## config.mk

```make
export PLATFORM = sky130hd
export DESIGN_NAME = hebbian_synapse_weight_update_core
export DESIGN_NICKNAME = d
export VERILOG_FILES = /design/src/hdl/hsw_pkg.sv /design/src/hdl/hebbian_synapse_weight_update_core.sv
export SDC_FILE = /design/constraint.sdc
export NUM_CORES = 2
export LEC_CHECK = 0
export BUFFER_PORTS_ARGS = -buffer_cell sky130_fd_sc_hd__clkbuf_2
export CORE_MARGIN = 10
export CORE_UTILIZATION = 57
export CTS_CLUSTER_SIZE = 24
export DETAILED_ROUTE_END_ITERATION = 12
export PLACE_DENSITY = 0.85
export SETUP_SLACK_MARGIN = 0.02
export SLEW_MARGIN = 20
export SYNTH_ARGS = -nofsm -noshare
export SYNTH_HDL_FRONTEND = slang
export SYNTH_SLANG_ARGS = --single-unit
```

## constraint.sdc

```tcl
create_clock -name clk -period 14.7 [get_ports clk]
set_clock_uncertainty 0.1 [all_clocks]
set_input_delay 2.94 -clock clk [delete_from_list [all_inputs] [get_ports clk]]
set_output_delay 2.94 -clock clk [all_outputs]
set_load 0.01 [all_outputs]
```

## src/hdl/hsw_pkg.sv

```systemverilog
// shared types and constants for the hebbian synapse weight update core
package hsw_pkg;

  localparam int ACT_W  = 16;  // activation width, signed q2.14
  localparam int RATE_W = 16;  // learning rate width, unsigned q0.16
  localparam int MODE_W = 3;
  localparam int WGT_W  = 32;  // weight width, signed q16.16
  localparam int CFG_AW = 2;
  localparam int CFG_DW = 32;

  // sequencer states
  typedef enum logic [2:0] {
    ST_IDLE,
    ST_MUL1,
    ST_MUL2,
    ST_MUL3,
    ST_DONE
  } state_t;

  // configuration register indexes
  localparam logic [CFG_AW-1:0] REG_LEARNING_RATE  = 2'd0;
  localparam logic [CFG_AW-1:0] REG_RULE_MODE      = 2'd1;
  localparam logic [CFG_AW-1:0] REG_INITIAL_WEIGHT = 2'd2;

  // learning rule codes
  localparam logic [MODE_W-1:0] MODE_HEBB       = 3'd0;
  localparam logic [MODE_W-1:0] MODE_EXPECT     = 3'd1;
  localparam logic [MODE_W-1:0] MODE_EXPECT_DIF = 3'd2;
  localparam logic [MODE_W-1:0] MODE_PREVIOUS   = 3'd3;
  localparam logic [MODE_W-1:0] MODE_DIFFERENCE = 3'd4;

  // command codes
  localparam logic CMD_UPDATE  = 1'b0;
  localparam logic CMD_RESTART = 1'b1;

  // reset values of the configuration registers
  localparam logic [RATE_W-1:0]        RATE_RESET = 16'd6554;
  localparam logic [MODE_W-1:0]        MODE_RESET = MODE_HEBB;
  localparam logic signed [WGT_W-1:0]  INIT_RESET = 32'sd3277;

  // expectation constants in q2.14
  localparam logic signed [16:0] ONE_Q14   = 17'sd16384;
  localparam logic signed [16:0] TENTH_Q14 = 17'sd1638;

  localparam logic signed [WGT_W-1:0] W_MAX = 32'sh7fff_ffff;
  localparam logic signed [WGT_W-1:0] W_MIN = 32'sh8000_0000;

endpackage

```

## src/hdl/hebbian_synapse_weight_update_core.sv

```systemverilog
// top level of the hebbian synapse weight update core
//
//  channel  | direction | handshake           | payload
//  ---------+-----------+---------------------+----------------------------------------
//  in_      | input     | in_valid / in_stall | in_command, in_pre_activation,
//           |           |                     | in_post_activation
//  out_     | output    | out_valid/out_stall | out_new_weight
//  cfg_     | input     | cfg_wr_en           | cfg_addr, cfg_wdata
//
//  an update transaction uses one 19x19 signed multiplier three times in a row
//  (activation product, then low and high halves of that product times the
//  rate, the last pass also adding the rounding term), then the done state
//  adds the change to the weight and saturates it
//  a restart transaction goes straight to the done state
//  reset is synchronous, active low, and restores the configuration registers,
//  weight, history and output valid; a stalled result holds in the output
//  register; the core stays busy until the result register is free, and takes the next transaction right after
module hebbian_synapse_weight_update_core
  import hsw_pkg::*;
(
  input  logic                     clk,
  input  logic                     rst_n,
  // input transactions
  input  logic                     in_valid,
  output logic                     in_stall,
  input  logic                     in_command,
  input  logic signed [ACT_W-1:0]  in_pre_activation,
  input  logic signed [ACT_W-1:0]  in_post_activation,
  // result transactions
  output logic                     out_valid,
  input  logic                     out_stall,
  output logic signed [WGT_W-1:0]  out_new_weight,
  // configuration writes
  input  logic                     cfg_wr_en,
  input  logic [CFG_AW-1:0]        cfg_addr,
  input  logic [CFG_DW-1:0]        cfg_wdata
);

  // configuration registers
  logic [RATE_W-1:0]        learning_rate_r;
  logic [MODE_W-1:0]        rule_mode_r;
  logic signed [WGT_W-1:0]  initial_weight_r;

  // synapse state
  logic signed [WGT_W-1:0]  weight_r;
  logic signed [ACT_W-1:0]  pre_last_r;
  logic signed [ACT_W-1:0]  pre_before_last_r;
  logic signed [ACT_W-1:0]  post_last_r;

  // captured transaction
  logic                     cmd_r;
  logic signed [ACT_W-1:0]  pre_r;
  logic signed [ACT_W-1:0]  post_r;

  // sequencer
  state_t state_r, state_nxt;

  // datapath registers
  logic signed [35:0] prod_r;   // activation product a*b
  logic signed [53:0] acc_r;    // a*b*rate plus rounding, q10.44

  // output register
  logic                     out_valid_r;
  logic signed [WGT_W-1:0]  out_new_weight_r;

  // control from the output decode
  logic mul_a_sel_op;
  logic prod_ld;
  logic acc_lo_ld;
  logic acc_hi_ld;
  logic done_fire;

  logic in_accept;
  logic out_free;

  assign in_accept = in_valid && !in_stall;
  assign out_free  = !out_valid_r || !out_stall;
  assign in_stall  = (state_r != ST_IDLE);
  assign out_valid      = out_valid_r;
  assign out_new_weight = out_new_weight_r;

  // ---------------- configuration port ----------------
  always_ff @(posedge clk) begin
    if (!rst_n) begin
      learning_rate_r  <= RATE_RESET;
      rule_mode_r      <= MODE_RESET;
      initial_weight_r <= INIT_RESET;
    end else if (cfg_wr_en) begin
      case (cfg_addr)
        REG_LEARNING_RATE:  learning_rate_r  <= cfg_wdata[RATE_W-1:0];
        REG_RULE_MODE:      rule_mode_r      <= cfg_wdata[MODE_W-1:0];
        REG_INITIAL_WEIGHT: initial_weight_r <= $signed(cfg_wdata[WGT_W-1:0]);
        default: ;  // unmapped index, write dropped
      endcase
    end
  end

  // ---------------- rule operands ----------------
  // expectation f(x) = min(1.0, x + 0.1) in q2.14
  logic signed [16:0] exp_sum;
  logic signed [16:0] exp_val;
  logic signed [17:0] b_expect;
  logic signed [17:0] b_diff;
  logic signed [17:0] a_diff;
  logic signed [17:0] op_a;
  logic signed [17:0] op_b;

  always_comb begin
    exp_sum  = 17'(post_last_r) + TENTH_Q14;
    exp_val  = (exp_sum < ONE_Q14) ? exp_sum : ONE_Q14;
    b_expect = 18'(post_r) - 18'(exp_val);
    b_diff   = 18'(post_r) - 18'(post_last_r);
    a_diff   = 18'(pre_last_r) - 18'(pre_before_last_r);
    case (rule_mode_r)
      MODE_HEBB: begin
        op_a = 18'(pre_r);
        op_b = 18'(post_r);
      end
      MODE_EXPECT: begin
        op_a = 18'(pre_last_r);
        op_b = b_expect;
      end
      MODE_EXPECT_DIF: begin
        op_a = a_diff;
        op_b = b_expect;
      end
      MODE_PREVIOUS: begin
        op_a = 18'(pre_last_r);
        op_b = b_diff;
      end
      MODE_DIFFERENCE: begin
        op_a = 18'(pre_r);
        op_b = b_diff;
      end
      default: begin
        // zero product gives zero change after rounding
        op_a = '0;
        op_b = '0;
      end
    endcase
  end

  // ---------------- sequencer ----------------
  always_ff @(posedge clk) begin
    if (!rst_n) begin
      state_r <= ST_IDLE;
    end else begin
      state_r <= state_nxt;
    end
  end

  // next state
  always_comb begin
    state_nxt = state_r;
    case (state_r)
      ST_IDLE: begin
        if (in_accept) begin
          state_nxt = (in_command == CMD_RESTART) ? ST_DONE : ST_MUL1;
        end
      end
      ST_MUL1: state_nxt = ST_MUL2;
      ST_MUL2: state_nxt = ST_MUL3;
      ST_MUL3: state_nxt = ST_DONE;
      ST_DONE: begin
        if (out_free) begin
          state_nxt = ST_IDLE;
        end
      end
      default: state_nxt = ST_IDLE;
    endcase
  end

  // control decode
  always_comb begin
    mul_a_sel_op = 1'b0;
    prod_ld      = 1'b0;
    acc_lo_ld    = 1'b0;
    acc_hi_ld    = 1'b0;
    done_fire    = 1'b0;
    case (state_r)
      ST_MUL1: begin
        mul_a_sel_op = 1'b1;
        prod_ld      = 1'b1;
      end
      ST_MUL2: acc_lo_ld = 1'b1;
      ST_MUL3: acc_hi_ld = 1'b1;
      ST_DONE: done_fire = out_free;
      default: ;
    endcase
  end

  // ---------------- shared multiplier ----------------
  // pass 1: a * b
  // pass 2: low 18 bits of a*b (unsigned) * rate
  // pass 3: high 18 bits of a*b (signed) * rate, weighted by 2^18
  logic signed [18:0] mul_a;
  logic signed [18:0] mul_b;
  logic signed [37:0] mul_p;

  always_comb begin
    if (mul_a_sel_op) begin
      mul_a = 19'(op_a);
      mul_b = 19'(op_b);
    end else if (acc_lo_ld) begin
      mul_a = $signed({1'b0, prod_r[17:0]});
      mul_b = $signed({3'b000, learning_rate_r});
    end else begin
      mul_a = 19'($signed(prod_r[35:18]));
      mul_b = $signed({3'b000, learning_rate_r});
    end
  end

  assign mul_p = mul_a * mul_b;

  localparam logic signed [53:0] ROUND_HALF = 54'sd134217728;  // 2^27

  always_ff @(posedge clk) begin
    if (in_accept) begin
      cmd_r  <= in_command;
      pre_r  <= in_pre_activation;
      post_r <= in_post_activation;
    end
    if (prod_ld) begin
      prod_r <= mul_p[35:0];
    end
    if (acc_lo_ld) begin
      acc_r <= $signed({19'b0, mul_p[34:0]});
    end else if (acc_hi_ld) begin
      acc_r <= acc_r + $signed({mul_p[35:0], 18'b0}) + ROUND_HALF;
    end
  end

  // ---------------- weight accumulate ----------------
  // floor of acc / 2^28 is an arithmetic shift
  logic signed [25:0] change;
  logic signed [32:0] sum_w;
  logic signed [WGT_W-1:0] sat_w;
  logic signed [WGT_W-1:0] result_w;

  always_comb begin
    change = acc_r[53:28];
    sum_w  = 33'(weight_r) + 33'(change);
    if (sum_w[32] != sum_w[31]) begin
      sat_w = sum_w[32] ? W_MIN : W_MAX;
    end else begin
      sat_w = sum_w[31:0];
    end
    result_w = (cmd_r == CMD_RESTART) ? initial_weight_r : sat_w;
  end

  // synapse state commits when the result is handed to the output register
  always_ff @(posedge clk) begin
    if (!rst_n) begin
      weight_r          <= INIT_RESET;
      pre_last_r        <= '0;
      pre_before_last_r <= '0;
      post_last_r       <= '0;
    end else if (done_fire) begin
      weight_r <= result_w;
      if (cmd_r == CMD_RESTART) begin
        pre_last_r        <= '0;
        pre_before_last_r <= '0;
        post_last_r       <= '0;
      end else begin
        pre_before_last_r <= pre_last_r;
        pre_last_r        <= pre_r;
        post_last_r       <= post_r;
      end
    end
  end

  // ---------------- output register ----------------
  always_ff @(posedge clk) begin
    if (!rst_n) begin
      out_valid_r <= 1'b0;
    end else if (done_fire) begin
      out_valid_r <= 1'b1;
    end else if (!out_stall) begin
      out_valid_r <= 1'b0;
    end
  end

  always_ff @(posedge clk) begin
    if (done_fire) begin
      out_new_weight_r <= result_w;
    end
  end

endmodule

```

# After elaboration in Yosys (flattened, before gate mapping)
# Cells that the tools add are included.
# classes
n_addsub,7
n_mul,1
order_cmp,1
n_eq_ne,14
muxes,24
reduce_logical,18
# op_table
op,n
$pmux 18 s3,2
$mux 32,3
$mux 35,2
$mux 19,3
$add 54x29->54 const B,1
$add 54x54->54,1
$mux 16,3
$mul 19x19->36,1
$sub 16x16->17,2
$add 32x26->33,1
$sub 16x17->18,1
$add 16x12->17 const B,1
$lt 17x16->1 const B,1
$mux 17,1
$pmux 3 s5,1
$eq 3x2->1 const B,4
$mux 3,3
$reduce_and 2->1,4
$reduce_or 2->1,4
$eq 3x1->1 const B,2
$eq 3x3->1 const B,2
$logic_not 3->1,2
$mux 1,6
$ne 2x2->1 const B,2
10 further kinds,12
# totals
regBits,290
inputBits,72
out_inout_bits,34
elab_cells,81

# Logic depth before layout (Yosys ltp)
# logic_depth
ltp_word,11
mapped_depth,63
ltp_nobuf,60

# Worst setup path after synthesis
# OpenSTA, ideal clock, no wires.
# synth_timing
kind,register to register
from,register post_last_r[1]
to,register acc_r[53]
setup_ns,0.117
arrival_ns,13.128
required_ns,14.483
path_slack_ns,1.355
path_stages_with_launch,62
n_path_buf,3
path_cell_list,dfxtp_1 > inv_1 > ha_1 > nor2_1 > nor3_1 > nor3_1 > or3_1 > or3_1 > o21ai_0 > o21ai_0 > ha_1 > clkbuf_1 > or2_2 > ha_1 > nor2b_4 > o31a_1 > nor4_4 > o21bai_1 > [26 not listed] > inv_1 > o31a_1 > a21o_1 > a21oi_1 > xnor2_1 > ha_1 > ha_1 > a21o_1 > a21o_1 > a21o_1 > a21o_1 > a21oi_1 > o221ai_1 > or3_1 > a41o_1 > o41ai_1 > xnor3_1 > a22o_1
# synth_via
elab_chain_len,9
# synth_lines
element,line,source
from (decl),hebbian_synapse_weight_update_core.sv:48,logic signed [ACT_W-1:0] post_last_r;
from (signal assigned),hebbian_synapse_weight_update_core.sv:267,post_last_r <= post_r;
$add 16x12->17,hebbian_synapse_weight_update_core.sv:109,exp_sum = 17'(post_last_r) + TENTH_Q14;
$lt 17x16->1,hebbian_synapse_weight_update_core.sv:110,exp_val = (exp_sum < ONE_Q14) ? exp_sum : ONE_Q14;
$mux 17,hebbian_synapse_weight_update_core.sv:110,
$sub 16x17->18,hebbian_synapse_weight_update_core.sv:111,b_expect = 18'(post_r) - 18'(exp_val);
$pmux 18 s3 (*),hebbian_synapse_weight_update_core.sv:114,case (rule_mode_r)
$mux 19 (*),hebbian_synapse_weight_update_core.sv:201,if (mul_a_sel_op) begin
$mul 19x19->36 (*),hebbian_synapse_weight_update_core.sv:213,assign mul_p = mul_a * mul_b;
net mul_p[24],hebbian_synapse_weight_update_core.sv:198,logic signed [37:0] mul_p;
$add 54x54->54 (*),hebbian_synapse_weight_update_core.sv:229,"acc_r <= acc_r + $signed({mul_p[35:0], 18'b0}) + ROUND_HALF;"
$add 54x29->54 (*),hebbian_synapse_weight_update_core.sv:229,
to (signal assigned),hebbian_synapse_weight_update_core.sv:227,"acc_r <= $signed({19'b0, mul_p[34:0]});"
to (signal assigned),hebbian_synapse_weight_update_core.sv:229,
to (decl),hebbian_synapse_weight_update_core.sv:60,logic signed [53:0] acc_r;
# Mark *: on every way through the listed nets, which the timed path passes. The rest lies on a longest branch.
# A chain may end at the register's enable or synchronous reset.

# Worst setup path after layout
# Ends and elaborated chain as after synthesis.

==> flow_summary.toml <==
[clock_network]
cts-root-to-sink-buffers = 3
cts_num_sinks = 272
htreeDepth = 1
cts_tree = "built"
postCtsHoldBufs = 0
cts_root_buf = "clkbuf_16"
cts_inserted_buffers = 27
worstSkewPairLatency_ps = 580
clkSlewWorstSetupHoldPaths_ps = 70

[floorplan]
start_util = 0.574
placeable_core_region_sq_mm = 0.0523
die_height_microns = 250
dieArea_sq_mm = 0.0623
top_level_ports = 106
placement_rows = 84
die_width_microns = 250

[synthesis]
syn-instance-count = 3353
largest_family_of_logic_cells_by_synthesized_area = "adder cells"
synth.avg_cell_area_sq_um = 8.95
postSynth.topFlopCell = "dfxtp_1"
synth.lib_cells_used.distinct = 85
synth-compound-area-share = 0.150
synth_edf_count = 118
synthArstFlopShare = 0
synth_top_area_cell = "fa_1"
synthMostInstantiatedCell = "inv_1"
yosys.area_share.xor_xnor = 0.0412
synth.top_cells.by_area = "fa_1, edfxtp_1, ha_1, dfxtp_1, inv_1"
synth_top_area_share = 0.239
synth_area_sq_mm = 0.0300
syn_nets = 4046
adder_cell_share_of_the_synthesized_area = 0.349
synth-seq-area-share = 0.221
muxShareOfSynthArea = 0.00988
yosysWarnings = 0
yosys_reg_bits = 272
synth_commonest_cells = "inv_1, nand2_1, fa_1"
yosys.area_share.simple = 0.153

[critical_path]
critical_path.endpoint_type = "register"
worstSetupStartpoint = "post_last_r[1]"
critical_path.slowest_cell = "fa_1"
reg2regPathDepth = 58
path_delay_family = "adder cells"
timing.critical_path.buf_inv = 8
timing.setup.critical_path_class = "reg2reg"
worst_ep_arrival_time_ps = 14360
critical_path_max_stage_delay_ps = 590
reg2reg_to = "acc_r[53]"
crit-reg2reg-launch = "post_last_r[1]"
worst-path-max-fanout = 11
crit_path_frequent_cell = "a21o_1"
startpoint_type = "register"
ff2ff_setup_slack_ps = 710
timing.critical_path.required_ps = 15070

[placed_design]
hpwlAfterDp_mm = 65.1
detailedPlace.worstSlack_ps = 529
placement.cell_area_sq_mm = 0.0314
gp_congestion = 0.989
port-buffer-count = 105

[min_path]
worstHoldPathType = "reg2reg"
min_path_cells = 2
hp-start = "initial_weight_r[19]"
holdPathEnd = "initial_weight_r[19]"

[timing]
final_layout_setup_total_negative_slack_ps = 0
final.period_utilization = 0.952
max_clock_freq_mhz = 71.5
max_slew_margin = 0.276
timing.final.crit_period_ps = 13990
final_hold_viol_count = 0
unrepaired_setup_endpoints_after_global_routing = "false"
final-setup-viol-count = 0
timing.final.max_slew_violations = 0
tightestPinTransition_ps = 1090
finalWorstSetupSlack_ps = 707

[routing]
drt-vias-per-instance = 6.01
drt-initial-drc-count = 2240
detail_route.drc_violations = 0
drt.antenna.violating_nets = 0
via_count_of_the_routed_design = 24827
wirelength_mm = 83.9
routed_wire_length_per_instance_microns = 20.3
drt_pass1_iterations = 6

[finish]
drive_gt1_frac = 0.0827
antenna_cells_inserted = 0
fill_cells = 4171
multi_input_comb_area_sq_mm = 0.0212
final_net_count = 4117
regArea_sq_mm = 0.00663
areaGrowthSynthToFinish_pct = 8.12
final_cell_area_sq_mm = 0.0325

[grt]
grt_max_degree = 111
grt_first_pass_wirelength_mm = 135
grt_util_all_layers = 0.266
number_of_antenna_violations_at_the_first_check_in_global_routing = 1
number_of_global_route_vias_before_repair = 25380
overflow = 0

[run_status]
outcome = "finished, final reports clean"

[flow_run]
max_cap_violations = 0
==> stage by stage <==
stage                     hold slack, ps  std cells   util
final                                362       4133  0.620
after global routing                 391       4133  0.620
after CTS                            366       4130  0.618
after detailed placement             358       4080  0.601
after global placement               352       4080  0.601
after floorplan                      340       3353      -
==> repair_timing <==
action                                  in CTS  in global routing
gates resized for setup                      0                 17
endpoints found under the setup margin       0                  2
hold endpoints to repair                     0                  0
setup buffers                                0                  1
==> kinds of logic after synthesis <==
kind of cell	after synthesis
adders and majority gates	621
muxes	29
DFF	272
AOI/OAI and AO/OA	683
buffers and inverters	612
xor gates and xnor gates	137
and+or+nand+nor	999
==> layer usage <==
layer	track usage	vias up	share of wire
li1	-	11225	-
met1	0.333	12124	0.38
met2	0.438	1207	0.47
met3	0.0525	271	0.092
met4	0.121	0	0.055
met5	0	-	0
==> flip-flops by register name, indices dropped and copies added (netlist names), 16 cells and up <==
signal / flops
acc_r: 36
prod_r: 36
initial_weight_r: 32
out_new_weight: 32
weight_r: 32
learning_rate_r: 16
post_last_r: 16
post_r: 16
pre_before_last_r: 16
pre_last_r: 16
pre_r: 16
==> worst max path at each step <==
stage,cells after the start,end
floorplan,61,acc_r[53]
global placement,58,acc_r[53]
detailed placement,58,acc_r[53]
CTS,59,acc_r[53]
finish,58,acc_r[53]
global route,57,acc_r[53]
==> worst min-delay path: stages, from the launching register on <==
cell and delay, ps:
dfxtp_1 310, nand2_1 50, a21boi_0 60
==> final cells by class <==
type | count | area share
clock buffer | 37 | 0.0244
multi-input combinational | 2469 | 0.653
tap | 688 | 0.0265
clock inverter | 13 | 0.00389
inverter | 481 | 0.0556
timing repair buffer | 173 | 0.0326
sequential | 272 | 0.204
==> placed cells by master (no fill, tap or decap), drive strengths merged, types with 11 or more instances in the layout <==
cell type | synthesis | final
a211oi | 15 | 15
a21boi | 54 | 54
a21o | 71 | 71
a21oi | 215 | 215
a22oi | 20 | 20
a31oi | 13 | 13
and2 | 54 | 54
and3 | 56 | 56
buf | 11 | 69
clkbuf | 120 | 141
dfxtp | 154 | 154
edfxtp | 118 | 118
fa | 359 | 359
ha | 262 | 262
inv | 480 | 485
mux2i | 24 | 24
nand2 | 414 | 414
nand2b | 36 | 36
nand3 | 57 | 57
nor2 | 220 | 220
nor2b | 82 | 82
nor3 | 31 | 31
o211ai | 17 | 17
o21a | 25 | 25
o21ai | 101 | 101
o21bai | 16 | 16
o22ai | 19 | 19
o31ai | 35 | 35
or2 | 11 | 11
or3 | 12 | 12
xnor2 | 91 | 91
xor2 | 44 | 44
Power is not shown: default switching activity piles up to over one toggle a cycle in this logic, so the estimate is an artifact.
